## config.mk

```make
export PLATFORM = sky130hd
export DESIGN_NAME = command_line_parser_flat
export DESIGN_NICKNAME = d
export VERILOG_FILES = /design/src/hw/rtl/clp_pkg.sv /design/src/hw/rtl/clp_if.sv /design/src/hw/rtl/command_line_parser.sv /design/src/hw/rtl/clp_in_stage.sv /design/src/hw/rtl/clp_parse.sv /design/src/hw/rtl/clp_out_stage.sv /design/src/flat_wrapper.sv
export SDC_FILE = /design/constraint.sdc
export NUM_CORES = 1
export LEC_CHECK = 0
export BUFFER_PORTS_ARGS = -buffer_cell sky130_fd_sc_hd__buf_2
export CAP_MARGIN = 20
export CORE_MARGIN = 1.5
export CORE_UTILIZATION = 35
export CTS_BUF_LIST = sky130_fd_sc_hd__clkbuf_2
export CTS_CLUSTER_DIAMETER = 100
export DETAILED_ROUTE_END_ITERATION = 10
export PLACE_DENSITY = 0.53
export SLEW_MARGIN = 10
export SYNTH_ARGS = -nofsm -noshare
export SYNTH_HDL_FRONTEND = slang
export SYNTH_SLANG_ARGS = --single-unit
```

## constraint.sdc

```tcl
create_clock -name i_clk -period 8.5 [get_ports i_clk]
set_input_delay 0.425 -clock i_clk [delete_from_list [all_inputs] [get_ports i_clk]]
set_output_delay 0.425 -clock i_clk [all_outputs]
set_load 0.05 [all_outputs]
```

## src/hw/rtl/clp_pkg.sv

```systemverilog
// ----------------------------------------------------------------------------
// clp_pkg: shared types and constants of the command line parser
// Holds parse phases, parameter kinds, status codes, character codes and the
// record type that the parse stage hands to the output stage.
// ----------------------------------------------------------------------------
package clp_pkg;

    // Maximum bytes of one line, line feed included.
    localparam logic [7:0] LINE_MAX    = 8'd128;
    // Maximum characters inside a quoted string.
    localparam logic [6:0] STRING_MAX  = 7'd64;
    // Maximum fraction digits of a decimal parameter.
    localparam logic [1:0] FRAC_DIGITS = 2'd2;

    // Largest magnitude kept by the number accumulator.
    localparam logic [34:0] MAG_LIMIT  = 35'h0_8000_0000;
    localparam logic [31:0] MAG_NEG    = 32'h8000_0000;
    localparam logic [31:0] MAG_POS    = 32'h7FFF_FFFF;

    localparam logic [7:0] CH_LF       = 8'h0A;
    localparam logic [7:0] CH_COMMA    = 8'h2C;
    localparam logic [7:0] CH_QUOTE    = 8'h22;
    localparam logic [7:0] CH_MINUS    = 8'h2D;
    localparam logic [7:0] CH_DOT      = 8'h2E;
    localparam logic [7:0] CH_ZERO     = 8'h30;
    localparam logic [7:0] CH_NINE     = 8'h39;
    localparam logic [7:0] CH_UPPER_A  = 8'h41;
    localparam logic [7:0] CH_UPPER_Z  = 8'h5A;
    localparam logic [7:0] CH_LOWER_A  = 8'h61;
    localparam logic [7:0] CH_LOWER_Z  = 8'h7A;
    localparam logic [7:0] CASE_OFFSET = 8'h20;

    typedef enum logic [3:0] {
        PH_CMD1        = 4'd0,
        PH_CMD2        = 4'd1,
        PH_AFTER_CMD   = 4'd2,
        PH_PSTART      = 4'd3,
        PH_SIGN        = 4'd4,
        PH_INT         = 4'd5,
        PH_FRAC        = 4'd6,
        PH_STRING      = 4'd7,
        PH_AFTER_PARAM = 4'd8,
        PH_ERROR       = 4'd9
    } t_phase;

    typedef enum logic [2:0] {
        KIND_NONE   = 3'd0,
        KIND_INT    = 3'd1,
        KIND_DEC    = 3'd2,
        KIND_LETTER = 3'd3,
        KIND_STRING = 3'd4
    } t_kind;

    typedef enum logic [1:0] {
        ST_OK      = 2'd0,
        ST_SYNTAX  = 2'd1,
        ST_ILLEGAL = 2'd2,
        ST_LONG    = 2'd3
    } t_status;

    typedef struct packed {
        t_kind       kind;
        logic [31:0] value;
        logic [6:0]  frac;
    } t_param;

    typedef struct packed {
        logic [6:0] cmd_first;
        logic [6:0] cmd_second;
        t_param     p1;
        t_param     p2;
        t_status    status;
    } t_record;

endpackage

```

## src/hw/rtl/clp_if.sv

```systemverilog
// ----------------------------------------------------------------------------
// clp_if: channel interfaces of the command line parser
// clp_in_if carries one byte per transaction, clp_out_if one line record.
// ----------------------------------------------------------------------------
interface clp_in_if;
    logic       valid;
    logic       ready;
    logic [7:0] char_in;

    modport source (output valid, output char_in, input ready);
    modport sink   (input valid, input char_in, output ready);
endinterface

interface clp_out_if;
    logic              valid;
    logic              ready;
    logic [6:0]        cmd_first;
    logic [6:0]        cmd_second;
    logic [2:0]        p1_kind;
    logic signed [31:0] p1_value;
    logic [6:0]        p1_frac;
    logic [2:0]        p2_kind;
    logic signed [31:0] p2_value;
    logic [6:0]        p2_frac;
    logic [1:0]        line_status;

    modport source (
        output valid, output cmd_first, output cmd_second,
        output p1_kind, output p1_value, output p1_frac,
        output p2_kind, output p2_value, output p2_frac,
        output line_status, input ready
    );
    modport sink (
        input valid, input cmd_first, input cmd_second,
        input p1_kind, input p1_value, input p1_frac,
        input p2_kind, input p2_value, input p2_frac,
        input line_status, output ready
    );
endinterface

```

## src/hw/rtl/command_line_parser.sv

```systemverilog
// ----------------------------------------------------------------------------
// command_line_parser: host command line parser, top level
// Parses a two-letter command with up to two parameters, one byte at a time,
// and returns one record per line.
// ----------------------------------------------------------------------------
// The parser takes one byte per clock cycle on i_in and returns one record on
// o_out for every line feed; other bytes produce no record. A byte is held in
// the input register and advanced through the parse step in the cycle after
// its transaction; for a line feed the record is written into the output
// register at the end of that same cycle, so a record is offered on o_out in the
// cycle after its line feed left the parse step. The sustained rate is one byte per
// cycle, set by the single parse step, whose longest path is the times-ten
// accumulate of the number register. Bytes keep flowing while a record waits
// in the output register; only a second line feed waits until the sink has
// taken the earlier record. Command letters are folded to upper case,
// integers saturate to the 32-bit signed range, a decimal reports its integer
// part and up to FRAC_DIGITS fraction digits as accumulated, and a quoted
// string of at most STRING_MAX bytes reports only its length. A line holds at
// most LINE_MAX bytes, line feed included. The first error on a line is kept
// in line_status and later bytes of that line are only counted.
// ----------------------------------------------------------------------------
module command_line_parser #(
    parameter logic [7:0] LINE_MAX    = clp_pkg::LINE_MAX,
    parameter logic [6:0] STRING_MAX  = clp_pkg::STRING_MAX,
    parameter logic [1:0] FRAC_DIGITS = clp_pkg::FRAC_DIGITS
) (
    input  logic       i_clk,
    input  logic       i_rst_n,
    clp_in_if.sink     i_in,
    clp_out_if.source  o_out
);
    import clp_pkg::*;

    // Byte handed from the input register to the parse step.
    logic       byte_valid;
    logic [7:0] byte_char;
    logic       byte_take;

    // Record handed from the parse step to the output register.
    logic       rec_valid;
    t_record    rec;
    logic       out_room;

    clp_in_stage u_in_stage (
        .i_clk   (i_clk),
        .i_rst_n (i_rst_n),
        .i_in    (i_in),
        .i_take  (byte_take),
        .o_valid (byte_valid),
        .o_char  (byte_char)
    );

    // The parse step takes a line feed only when the output register has room,
    // so a finished record is never overwritten.
    clp_parse #(
        .LINE_MAX    (LINE_MAX),
        .STRING_MAX  (STRING_MAX),
        .FRAC_DIGITS (FRAC_DIGITS)
    ) u_parse (
        .i_clk       (i_clk),
        .i_rst_n     (i_rst_n),
        .i_valid     (byte_valid),
        .i_char      (byte_char),
        .i_out_room  (out_room),
        .o_take      (byte_take),
        .o_rec_valid (rec_valid),
        .o_rec       (rec)
    );

    clp_out_stage u_out_stage (
        .i_clk       (i_clk),
        .i_rst_n     (i_rst_n),
        .i_rec_valid (rec_valid),
        .i_rec       (rec),
        .o_room      (out_room),
        .o_out       (o_out)
    );
endmodule

```

## src/hw/rtl/clp_in_stage.sv

```systemverilog
// ----------------------------------------------------------------------------
// clp_in_stage: input register of the command line parser
// Captures one byte per transaction and holds it until the parse stage takes it.
// ----------------------------------------------------------------------------
module clp_in_stage (
    input  logic   i_clk,
    input  logic   i_rst_n,
    clp_in_if.sink i_in,
    input  logic   i_take,
    output logic   o_valid,
    output logic [7:0] o_char
);
    logic       r_valid;
    logic       n_valid;
    logic [7:0] r_char;
    logic       accept;

    assign i_in.ready = !r_valid || i_take;
    assign accept     = i_in.valid && i_in.ready;
    assign n_valid    = accept || (r_valid && !i_take);

    always_ff @(posedge i_clk) begin
        if (!i_rst_n) begin
            r_valid <= 1'b0;
        end else begin
            r_valid <= n_valid;
        end
    end

    always_ff @(posedge i_clk) begin
        if (accept) begin
            r_char <= i_in.char_in;
        end
    end

    assign o_valid = r_valid;
    assign o_char  = r_char;
endmodule

```

## src/hw/rtl/clp_parse.sv

```systemverilog
// ----------------------------------------------------------------------------
// clp_parse: per-byte parse step of the command line parser
// Holds the line state and advances it by one byte per cycle, a line feed only
// with output room; on line feed it assembles the record and clears the state.
// ----------------------------------------------------------------------------
module clp_parse #(
    parameter logic [7:0] LINE_MAX    = clp_pkg::LINE_MAX,
    parameter logic [6:0] STRING_MAX  = clp_pkg::STRING_MAX,
    parameter logic [1:0] FRAC_DIGITS = clp_pkg::FRAC_DIGITS
) (
    input  logic        i_clk,
    input  logic        i_rst_n,
    input  logic        i_valid,
    input  logic [7:0]  i_char,
    input  logic        i_out_room,
    output logic        o_take,
    output logic        o_rec_valid,
    output clp_pkg::t_record o_rec
);
    import clp_pkg::*;

    t_phase      r_phase,  n_phase;
    logic [31:0] r_accum,  n_accum;
    logic        r_neg,    n_neg;
    logic [6:0]  r_frac,   n_frac;
    logic [1:0]  r_fcnt,   n_fcnt;
    logic [6:0]  r_scnt,   n_scnt;
    logic [7:0]  r_lcnt,   n_lcnt;
    logic [6:0]  r_let0,   n_let0;
    logic [6:0]  r_let1,   n_let1;
    t_param      r_p1,     n_p1;
    t_param      r_p2,     n_p2;
    t_status     r_error,  n_error;

    logic        is_lf, is_upper, is_lower, is_letter, is_digit, is_legal;
    logic [7:0]  folded;
    logic [3:0]  digit;
    logic        too_long;
    t_phase      cur_phase;
    t_status     err_code;
    t_param      fin_param;
    t_param      new_param;
    logic        store;
    logic [34:0] acc_calc;
    logic [31:0] acc_sat;
    logic [9:0]  frac_calc;

    assign is_lf     = (i_char == CH_LF);
    assign is_upper  = (i_char >= CH_UPPER_A) && (i_char <= CH_UPPER_Z);
    assign is_lower  = (i_char >= CH_LOWER_A) && (i_char <= CH_LOWER_Z);
    assign is_letter = is_upper || is_lower;
    assign is_digit  = (i_char >= CH_ZERO) && (i_char <= CH_NINE);
    assign is_legal  = is_letter || is_digit || (i_char == CH_COMMA) ||
                       (i_char == CH_MINUS) || (i_char == CH_DOT) || (i_char == CH_QUOTE);
    assign folded    = is_lower ? (i_char - CASE_OFFSET) : i_char;
    assign digit     = i_char[3:0];

    assign too_long  = (r_lcnt >= LINE_MAX);
    assign cur_phase = too_long ? PH_ERROR : r_phase;

    // Times-ten accumulate as shift and add, saturated at the magnitude limit.
    assign acc_calc  = {r_accum, 3'b000} + {2'b00, r_accum, 1'b0} + {31'd0, digit};
    assign acc_sat   = (acc_calc > MAG_LIMIT) ? MAG_NEG : acc_calc[31:0];
    assign frac_calc = {r_frac, 3'b000} + {2'b00, r_frac, 1'b0} + {6'd0, digit};

    always_comb begin
        fin_param.kind  = (cur_phase == PH_FRAC) ? KIND_DEC : KIND_INT;
        fin_param.value = r_neg ? (~r_accum + 32'd1) : (r_accum[31] ? MAG_POS : r_accum);
        fin_param.frac  = (cur_phase == PH_FRAC) ? r_frac : 7'd0;
    end

    assign o_take      = i_valid && (!is_lf || i_out_room);
    assign o_rec_valid = o_take && is_lf;

    // Next state: one parse step for the byte in the input register.
    always_comb begin
        n_phase   = r_phase;
        n_accum   = r_accum;
        n_neg     = r_neg;
        n_frac    = r_frac;
        n_fcnt    = r_fcnt;
        n_scnt    = r_scnt;
        n_lcnt    = r_lcnt;
        n_let0    = r_let0;
        n_let1    = r_let1;
        n_p1      = r_p1;
        n_p2      = r_p2;
        n_error   = r_error;
        err_code  = ST_OK;
        store     = 1'b0;
        new_param = fin_param;

        if (too_long) begin
            err_code = ST_LONG;
        end else begin
            n_lcnt = r_lcnt + 8'd1;
        end

        if (cur_phase != PH_ERROR) begin
            if (is_lf) begin
                case (cur_phase)
                    PH_AFTER_CMD, PH_AFTER_PARAM: begin
                    end
                    PH_INT, PH_FRAC: begin
                        store = 1'b1;
                    end
                    default: begin
                        err_code = ST_SYNTAX;
                    end
                endcase
            end else if (cur_phase == PH_STRING) begin
                if (i_char == CH_QUOTE) begin
                    store     = 1'b1;
                    new_param = '{kind: KIND_STRING, value: {25'd0, r_scnt}, frac: 7'd0};
                end else if (r_scnt >= STRING_MAX) begin
                    err_code = ST_SYNTAX;
                end else begin
                    n_scnt = r_scnt + 7'd1;
                end
            end else if (!is_legal) begin
                err_code = ST_ILLEGAL;
            end else begin
                case (cur_phase)
                    PH_CMD1: begin
                        if (is_letter) begin
                            n_let0  = folded[6:0];
                            n_phase = PH_CMD2;
                        end else begin
                            err_code = ST_SYNTAX;
                        end
                    end
                    PH_CMD2: begin
                        if (is_letter) begin
                            n_let1  = folded[6:0];
                            n_phase = PH_AFTER_CMD;
                        end else begin
                            err_code = ST_SYNTAX;
                        end
                    end
                    PH_AFTER_CMD: begin
                        if (i_char == CH_COMMA) begin
                            n_phase = PH_PSTART;
                        end else begin
                            err_code = ST_SYNTAX;
                        end
                    end
                    PH_PSTART: begin
                        if (is_letter) begin
                            store     = 1'b1;
                            new_param = '{kind: KIND_LETTER, value: {25'd0, folded[6:0]},
                                          frac: 7'd0};
                        end else if (is_digit) begin
                            n_accum = {28'd0, digit};
                            n_neg   = 1'b0;
                            n_frac  = 7'd0;
                            n_fcnt  = 2'd0;
                            n_phase = PH_INT;
                        end else if (i_char == CH_MINUS) begin
                            n_accum = 32'd0;
                            n_neg   = 1'b1;
                            n_frac  = 7'd0;
                            n_fcnt  = 2'd0;
                            n_phase = PH_SIGN;
                        end else if (i_char == CH_QUOTE) begin
                            n_scnt  = 7'd0;
                            n_phase = PH_STRING;
                        end else begin
                            err_code = ST_SYNTAX;
                        end
                    end
                    PH_SIGN: begin
                        if (is_digit) begin
                            n_accum = acc_sat;
                            n_phase = PH_INT;
                        end else begin
                            err_code = ST_SYNTAX;
                        end
                    end
                    PH_INT: begin
                        if (is_digit) begin
                            n_accum = acc_sat;
                        end else if (i_char == CH_DOT) begin
                            n_phase = PH_FRAC;
                        end else if (i_char == CH_COMMA) begin
                            store = 1'b1;
                        end else begin
                            err_code = ST_SYNTAX;
                        end
                    end
                    PH_FRAC: begin
                        if (is_digit && (r_fcnt < FRAC_DIGITS)) begin
                            n_frac = frac_calc[6:0];
                            n_fcnt = r_fcnt + 2'd1;
                        end else if (i_char == CH_COMMA) begin
                            store = 1'b1;
                        end else begin
                            err_code = ST_SYNTAX;
                        end
                    end
                    PH_AFTER_PARAM: begin
                        if (i_char != CH_COMMA) begin
                            err_code = ST_SYNTAX;
                        end
                    end
                    default: begin
                    end
                endcase
            end
        end

        if (store) begin
            if (r_p1.kind == KIND_NONE) begin
                n_p1 = new_param;
            end else begin
                n_p2 = new_param;
            end
            n_phase = PH_AFTER_PARAM;
        end

        // A comma after a complete parameter opens the next one, but only two fit.
        if ((n_phase == PH_AFTER_PARAM) && (cur_phase != PH_ERROR) && !is_lf &&
            (cur_phase != PH_STRING) && (i_char == CH_COMMA)) begin
            if (n_p2.kind != KIND_NONE) begin
                err_code = ST_SYNTAX;
            end else begin
                n_phase = PH_PSTART;
            end
        end

        if (err_code != ST_OK) begin
            n_phase = PH_ERROR;
            if (r_error == ST_OK) begin
                n_error = err_code;
            end
        end
    end

    // Outputs: the record as it stands once the line feed has been applied.
    always_comb begin
        o_rec.cmd_first  = n_let0;
        o_rec.cmd_second = n_let1;
        o_rec.p1         = n_p1;
        o_rec.p2         = n_p2;
        o_rec.status     = n_error;
    end

    always_ff @(posedge i_clk) begin
        if (!i_rst_n || o_rec_valid) begin
            r_phase <= PH_CMD1;
            r_accum <= 32'd0;
            r_neg   <= 1'b0;
            r_frac  <= 7'd0;
            r_fcnt  <= 2'd0;
            r_scnt  <= 7'd0;
            r_lcnt  <= 8'd0;
            r_let0  <= 7'd0;
            r_let1  <= 7'd0;
            r_p1    <= '{kind: KIND_NONE, value: 32'd0, frac: 7'd0};
            r_p2    <= '{kind: KIND_NONE, value: 32'd0, frac: 7'd0};
            r_error <= ST_OK;
        end else if (o_take) begin
            r_phase <= n_phase;
            r_accum <= n_accum;
            r_neg   <= n_neg;
            r_frac  <= n_frac;
            r_fcnt  <= n_fcnt;
            r_scnt  <= n_scnt;
            r_lcnt  <= n_lcnt;
            r_let0  <= n_let0;
            r_let1  <= n_let1;
            r_p1    <= n_p1;
            r_p2    <= n_p2;
            r_error <= n_error;
        end
    end

`ifndef SYNTHESIS
    a_error_phase: assert property (@(posedge i_clk) disable iff (!i_rst_n)
        (r_error != ST_OK) |-> (r_phase == PH_ERROR))
        else $error("error status held outside the error phase");

    a_line_bound: assert property (@(posedge i_clk) disable iff (!i_rst_n)
        (r_lcnt <= LINE_MAX))
        else $error("line byte count beyond the line limit");

    a_lf_clears: assert property (@(posedge i_clk) disable iff (!i_rst_n)
        o_rec_valid |=> (r_lcnt == 8'd0) && (r_phase == PH_CMD1) &&
                        (r_p1.kind == KIND_NONE) && (r_p2.kind == KIND_NONE))
        else $error("line state not cleared after a line feed");

    a_record_room: assert property (@(posedge i_clk) disable iff (!i_rst_n)
        o_rec_valid |-> i_out_room)
        else $error("record issued while the output register is full");
`endif
endmodule

```

## src/hw/rtl/clp_out_stage.sv

```systemverilog
// ----------------------------------------------------------------------------
// clp_out_stage: result register of the command line parser
// Holds one line record until the sink takes it.
// ----------------------------------------------------------------------------
module clp_out_stage (
    input  logic            i_clk,
    input  logic            i_rst_n,
    input  logic            i_rec_valid,
    input  clp_pkg::t_record i_rec,
    output logic            o_room,
    clp_out_if.source       o_out
);
    import clp_pkg::*;

    logic    r_valid;
    logic    n_valid;
    t_record r_rec;

    assign o_room  = !r_valid || o_out.ready;
    assign n_valid = i_rec_valid || (r_valid && !o_out.ready);

    always_ff @(posedge i_clk) begin
        if (!i_rst_n) begin
            r_valid <= 1'b0;
        end else begin
            r_valid <= n_valid;
        end
    end

    always_ff @(posedge i_clk) begin
        if (i_rec_valid) begin
            r_rec <= i_rec;
        end
    end

    assign o_out.valid       = r_valid;
    assign o_out.cmd_first   = r_rec.cmd_first;
    assign o_out.cmd_second  = r_rec.cmd_second;
    assign o_out.p1_kind     = r_rec.p1.kind;
    assign o_out.p1_value    = r_rec.p1.value;
    assign o_out.p1_frac     = r_rec.p1.frac;
    assign o_out.p2_kind     = r_rec.p2.kind;
    assign o_out.p2_value    = r_rec.p2.value;
    assign o_out.p2_frac     = r_rec.p2.frac;
    assign o_out.line_status = r_rec.status;
endmodule

```

## src/flat_wrapper.sv

```systemverilog
// flat-port wrapper written by rule: the top's interface ports become plain ports
module command_line_parser_flat import clp_pkg::*;
#(
    parameter logic [7:0] LINE_MAX    = clp_pkg::LINE_MAX,
    parameter logic [6:0] STRING_MAX  = clp_pkg::STRING_MAX,
    parameter logic [1:0] FRAC_DIGITS = clp_pkg::FRAC_DIGITS
)
  (i_clk, i_rst_n, i_in_valid, i_in_char_in, i_in_ready, o_out_valid, o_out_cmd_first, o_out_cmd_second, o_out_p1_kind, o_out_p1_value, o_out_p1_frac, o_out_p2_kind, o_out_p2_value, o_out_p2_frac, o_out_line_status, o_out_ready);
  clp_in_if i_in_i ();
  clp_out_if o_out_i ();
  input  logic i_clk;
  input  logic i_rst_n;
  input wire logic [$bits(i_in_i.valid)-1:0] i_in_valid;
  input wire logic [$bits(i_in_i.char_in)-1:0] i_in_char_in;
  output wire logic [$bits(i_in_i.ready)-1:0] i_in_ready;
  output wire logic [$bits(o_out_i.valid)-1:0] o_out_valid;
  output wire logic [$bits(o_out_i.cmd_first)-1:0] o_out_cmd_first;
  output wire logic [$bits(o_out_i.cmd_second)-1:0] o_out_cmd_second;
  output wire logic [$bits(o_out_i.p1_kind)-1:0] o_out_p1_kind;
  output wire logic [$bits(o_out_i.p1_value)-1:0] o_out_p1_value;
  output wire logic [$bits(o_out_i.p1_frac)-1:0] o_out_p1_frac;
  output wire logic [$bits(o_out_i.p2_kind)-1:0] o_out_p2_kind;
  output wire logic [$bits(o_out_i.p2_value)-1:0] o_out_p2_value;
  output wire logic [$bits(o_out_i.p2_frac)-1:0] o_out_p2_frac;
  output wire logic [$bits(o_out_i.line_status)-1:0] o_out_line_status;
  input wire logic [$bits(o_out_i.ready)-1:0] o_out_ready;
  assign i_in_i.valid = i_in_valid;
  assign i_in_i.char_in = i_in_char_in;
  assign i_in_ready = i_in_i.ready;
  assign o_out_valid = o_out_i.valid;
  assign o_out_cmd_first = o_out_i.cmd_first;
  assign o_out_cmd_second = o_out_i.cmd_second;
  assign o_out_p1_kind = o_out_i.p1_kind;
  assign o_out_p1_value = o_out_i.p1_value;
  assign o_out_p1_frac = o_out_i.p1_frac;
  assign o_out_p2_kind = o_out_i.p2_kind;
  assign o_out_p2_value = o_out_i.p2_value;
  assign o_out_p2_frac = o_out_i.p2_frac;
  assign o_out_line_status = o_out_i.line_status;
  assign o_out_i.ready = o_out_ready;
  command_line_parser #(.LINE_MAX(LINE_MAX), .STRING_MAX(STRING_MAX), .FRAC_DIGITS(FRAC_DIGITS)) u_core (.i_clk(i_clk), .i_rst_n(i_rst_n), .i_in(i_in_i), .o_out(o_out_i));
endmodule
```

**After elaboration in Yosys (flattened, before gate mapping)**

Index checks and enable logic that the tools add are counted.

- Bitwise gates (word level): 5
- $add $sub $neg: 9
- Equality and inequality tests: 26
- $lt $le $gt $ge: 10
- Muxes and demuxes: 111
- Reductions and logical operators: 51

Operators with widths:

| operator | number |
|---|---|
| 42-bit two-way mux | 8 |
| 32-bit two-way mux | 6 |
| 7-bit two-way mux | 27 |
| 41-bit two-way mux | 3 |
| 4-bit two-way mux | 19 |
| 32-bit case mux with 2 select lines | 1 |
| 2-bit two-way mux | 28 |
| 35-bit by 33-bit adder with 35-bit output | 1 |
| 35-bit by 4-bit adder with 35-bit output | 1 |
| 35-bit by 32-bit greater-than comparator with 1-bit output (second input constant) | 1 |
| 32-bit by 1-bit adder with 32-bit output (second input constant) | 1 |
| 8-bit by 6-bit == test with 1-bit output (second input constant) | 4 |
| 32-bit NOT | 1 |
| 31-bit two-way mux | 1 |
| 4-bit case mux with 6 select lines | 1 |
| 9-bit AND reduction | 2 |
| 4-bit by 3-bit == test with 1-bit output (second input constant) | 4 |
| 8-bit by 7-bit >= comparator with 1-bit output (second input constant) | 2 |
| 8-bit by 7-bit less-or-equal comparator with 1-bit output (second input constant) | 2 |
| 2-bit case mux with 7 select lines | 1 |
| 7-bit case mux with 2 select lines | 1 |
| 2-bit nonzero test | 7 |
| 1-bit logical AND | 13 |
| 1-bit two-way mux | 13 |
| other kinds (35) | 64 |

- Logic and storage cells: 240
- Bits in registers: 271
- Input port bits: 12
- Output and inout bits: 102

**Logic depth before layout (Yosys ltp)**

- Word-level depth: 21
- Depth in mapped cells: 13
- Depth with buffers taken out: 12

**Modules after synthesis**

Synthesis repeated with hierarchy kept, for this count alone.

- Cell total of the unflattened synthesis: 1664
- Area total of the unflattened synthesis: 15104.5 um^2

By module, submodules not included:

| module | cells each | area an instance (um^2) | instances | seq. area each (um^2) |
|---|---|---|---|---|
| clp_parse | 1547 | 11755.0 | 1 | 3223.1 |
| clp_out_stage | 104 | 3051.7 | 1 | 3022.9 |
| clp_in_stage | 13 | 297.8 | 1 | 260.2 |

**Worst setup path after synthesis**

Ideal clock, no wire load.

- Path type: register -> register
- Start: register u_core.u_in_stage.r_char[2], in the netlist u_core.u_in_stage.o_char[2]
- End: register u_core.u_parse.r_error[0]
- Required time: 8.375 ns
- Library setup time: 0.125 ns
- Path slack: 1.786 ns
- Arrival: 6.589 ns
- Path buffers: 4
- Cell stages (with the launch flop): 11
- Clock period less this slack: 6.714 ns
- Cells stage by stage: edfxtp_1 buf_2 nor4b_1 nand4_1 clkbuf_1 nor2_1 nor2b_1 buf_2 buf_2 nand2_1 o41ai_2

- Elaborated cells between the ends (all ways): 91
- Those cells by class: order compare: 6; eq/ne: 7; mux: 57; reduce/logical: 21

RTL lines:

| what | RTL line | text |
|---|---|---|
| from (decl) | clp_in_stage.sv:15 | `logic [7:0] r_char;` |
| from (signal assigned) | clp_in_stage.sv:32 | `r_char <= i_in.char_in;` |
| 8-bit by 4-bit == test with 1-bit output (*) | clp_parse.sv:48 | `assign is_lf = (i_char == CH_LF);` |
| 1-bit logical NOT | clp_parse.sv:72 | `assign o_take = i_valid && (!is_lf \|\| i_out_room);` |
| 1-bit logical OR | clp_parse.sv:72 |  |
| 1-bit logical AND | clp_parse.sv:72 |  |
| 1-bit logical AND (*) | clp_parse.sv:73 | `assign o_rec_valid = o_take && is_lf;` |
| via u_core.rec_valid | command_line_parser.sv:40 | `logic rec_valid;` |
| 1-bit logical OR (*) | clp_parse.sv:248 | `if (!i_rst_n \|\| o_rec_valid) begin` |
| to (signal assigned) | clp_parse.sv:273 | `r_error <= n_error;` |
| to (decl) | clp_parse.sv:33 | `t_status r_error, n_error;` |

Mark *: on every way through the listed nets, which the timed path passes. The rest lies on a longest branch.
A chain may end at the register's enable or synchronous reset.

**Final worst setup path**

- Start: register u_core.u_in_stage.r_char[1], in the netlist u_core.u_in_stage.o_char[1]
- End: register u_core.u_parse.r_accum[27]

- Longest elaborated chain between the ends: 9
- Elaborated cells between the ends (all ways): 37
- Those cells by class: add/sub: 1; order compare: 7; eq/ne: 8; mux: 5; bitwise: 1; reduce/logical: 15

Ends and longest elaborated chain:

| what | RTL line | text |
|---|---|---|
| parallel branches: the longest is 9 deep, another holds 35-bit by 4-bit adder with 35-bit output | n/a |  |
| to (signal assigned) | clp_parse.sv:263 | `r_accum <= n_accum;` |
| to (decl) | clp_parse.sv:23 | `logic [31:0] r_accum, n_accum;` |

Parallel ways; which one is timed is not known. The select of a mux whose other input is x is not followed.

==> qor.csv <==
metric,value,unit
CTS Buf Count,69,
Peak VDD IR,0.0609,mV
Placeable Area,43200,sq um
CP max stage cell,nor2_2,
antenna violations before repair,2,
cts repair resizes,0,
Vert. Die Dim,212,um
fillers,4419,
Max Cap Viol,0,
setup_tns,0,ns
crit-path cells,nor4b_1 -> nand4_1 -> o21ai_4 -> o21ai_4 -> buf_4 -> nor2_2 -> a22o_1,
Ports,114,
Buf/Inv on CP,1,
Routed WL,43.9,mm
Power Density,148,nW/um^2
DR vias/cell,5.38,
Peak Freq,217,MHz
Total GRT Usage,0.195,
Slew Limit Fails,0,
RSZ-0062 raised after global routing,false,
yosys warns,0,
Via Count,13100,
H-tree Lvls,3,
DP Wirelength,31.0,mm
number of DRC violations after detailed-routing iteration 0,954,
post-synthesis cell area,15300,sq um
Mean Syn Cell Area,9.14,sq um
outcome,finished clean,
most frequent CP cell,o21ai_4,
TritonCTS clock tree,yes,
worst-margin pin slew,1.11,ns
Synth async-reset ratio,0,
CP required,9.37,ns
post-route ant nets,0,
Initial DRT Pass Iterations,5,
clk buf depth,3,
grt ovf,0,
largest net degree at the start of global routing,103,
Worst EP arrival,5.49,ns
fin crit period,4.62,ns
top cell family by delay on the critical path,simple AND/OR/NAND/NOR gates,
top-area cell type share of the netlist area,0.213,
vias in the first global route,12600,
Initial Utilization,0.355,
Clock Root Buffer,clkbuf_2,
Post-synth EDFFs,108,
fraction of layout cells with a size suffix above 1,0.183,
predominant post-synthesis flop cell,dfxtp_1,
total power,2.54,mW
multi-input logic area,8320,sq um
cell taking the most area after synthesis,dfxtp_1,
worst min path class,input pin to register,
"slowest stage delay, CP",0.90,ns
clk_lat worst skew,0.93,ns
Worst Path Max Fanout,67,
Seq cells post-synth,271,
die width,212,um
routability cong.,0.886,
DRC Markers,0,
# clock sinks,271,
drt wl/cell,18.1,um
Rows,76,
register area,6510,sq um
post-route core utilization,0.399,
Final Setup Violations,0,
synth unique cells,91,
synthesized net count,1774,
hold bufs inserted after CTS,12,
critical path class,register to register,
Nets,1884,
Setup Buffers After CTS,0,
worst rel slew slack,0.260,
final period utilization,0.543,
Pleak,7.30,nW
area of the die,45100,sq um
Gate Count Post-Synth,1678,
first-pass GRT wire length,69.2,mm
Startpoint Class,register,
Clock transition at path regs,0.10,ns
Synth area leaders,"dfxtp_1, edfxtp_1, ha_1",
area growth from synthesis to layout,12.3,%
Worst Setup End Kind,register,
sequential share of the synthesized area,0.424,
Fin. Hold Viols,0,
Worst Clk Skew,0.0590,ns
IO buf count,113,
==> registers in the layout (all words and copies together) (netlist names), 3 cells and up <==
signal / cells
u_core.u_in_stage.o_char: 8
u_core.u_out_stage.o_out.cmd_first: 7
u_core.u_out_stage.o_out.cmd_second: 7
u_core.u_out_stage.o_out.p1_frac: 7
u_core.u_out_stage.o_out.p1_kind: 3
u_core.u_out_stage.o_out.p1_value: 32
u_core.u_out_stage.o_out.p2_frac: 7
u_core.u_out_stage.o_out.p2_kind: 3
u_core.u_out_stage.o_out.p2_value: 32
u_core.u_parse.r_accum: 32
u_core.u_parse.r_frac: 7
u_core.u_parse.r_lcnt: 8
u_core.u_parse.r_let0: 7
u_core.u_parse.r_let1: 7
u_core.u_parse.r_p1: 42
u_core.u_parse.r_p2: 42
u_core.u_parse.r_phase: 4
u_core.u_parse.r_scnt: 7
==> worst reg2reg max path, delay by kind of cell, from the launching register on <==
family	cells	cell delay, ns
and+or+nand+nor	3	2.02
buffers and inverters	1	0.45
DFF	1	0.77
AOI/OAI and AO/OA	3	1.36
==> per-stage QoR <==
step           hold WS (ns)  instances  instance area, sq um  worst slack [ns]
2_1_floorplan         0.423       1678                 15300              1.79
3_3_place_gp          0.429       2289                 16400              4.09
3_5_place_dp          0.436       2289                 16400              3.92
4_1_cts               0.130       2425                 17200              3.90
5_1_grt               0.191       2427                 17200              3.50
6_report              0.238       2427                 17200              3.88
==> layer usage <==
layer | up-vias | global-route usage | part of all wire
met2 | 327 | 0.300 | 0.44
li1 | 6432 | - | -
met4 | 2 | 0.0729 | 0.023
met3 | 69 | 0.0332 | 0.049
met1 | 6223 | 0.274 | 0.49
met5 | - | 0 | 0.00030
==> final cells by class <==
cell class	count	area share
multi-input combinational	1270	0.483
sequential	271	0.378
timing repair buffer	138	0.0466
tap	585	0.0425
clock buffer	105	0.0305
clock inverter	19	0.0108
inverter	38	0.00857
antenna	1	0.000145
==> synthesized netlist by cell type (16+ instances only) <==
| library cell | n |
|---|---|
| a21o_1 | 29 |
| a21oi_1 | 119 |
| a31oi_1 | 26 |
| buf_2 | 16 |
| clkbuf_1 | 73 |
| dfxtp_1 | 163 |
| edfxtp_1 | 108 |
| ha_1 | 80 |
| inv_1 | 37 |
| mux2_2 | 56 |
| nand2_1 | 213 |
| nand2b_1 | 45 |
| nand3_1 | 29 |
| nand4_1 | 28 |
| nor2_1 | 170 |
| nor3_1 | 54 |
| o211a_1 | 39 |
| o21a_1 | 16 |
| o21ai_0 | 80 |
| or3_1 | 16 |
| xnor2_1 | 20 |
| xor2_1 | 17 |
==> layout by cell type (no fill, tap or decap), types with 15 or more instances in the layout <==
cell type,Yosys,layout
a21o_1,29,29
a21oi_1,119,119
a31oi_1,26,26
buf_2,16,113
clkbuf_2,0,105
dfxtp_1,163,163
edfxtp_1,108,108
ha_1,80,80
inv_1,37,37
mux2_2,56,56
nand2_1,213,213
nand2b_1,45,45
nand3_1,29,29
nand4_1,28,28
nor2_1,170,169
nor3_1,54,54
o211a_1,39,39
o21a_1,16,15
o21ai_0,80,79
or3_1,16,16
xnor2_1,20,20
xor2_1,17,17
==> cell families (layout without fill, tap and decap cells) <==
| family | after synthesis | count (layout) | synth area share |
|---|---|---|---|
| other | 0 | 1 | 0 |
| flip-flops | 271 | 271 | 0.424 |
| buffers and inverters | 137 | 300 | 0.0369 |
| multiplexers | 62 | 62 | 0.0451 |
| XOR/XNOR | 37 | 37 | 0.0211 |
| AO/OA/AOI/OAI | 450 | 450 | 0.202 |
| adder cells (fa/ha/maj) | 84 | 84 | 0.0705 |
| AND/OR/NAND/NOR | 637 | 637 | 0.200 |
==> where the power goes <==
group          internal (mW)  switching, mW  leakage [nW]
Combinational         0.0618         0.0958          4.53
Clock                  0.449          0.539         0.518
Sequential              1.37         0.0224          2.26
==> path summary, 6_finish.rpt <==
path,start,endpoint,slack [ns],depth (start not counted)
setup / recovery,u_core.u_in_stage.o_char[1],u_core.u_parse.r_accum[27],3.88,7
hold / removal,i_in_char_in[6],u_core.u_in_stage.o_char[6],0.24,2
setup reg to reg,u_core.u_in_stage.o_char[1],u_core.u_parse.r_accum[27],3.88,7
hold reg to reg,u_core.u_parse.r_let0[5],u_core.u_parse.r_let0[5],0.45,1
(Power assumes the default switching activity.)
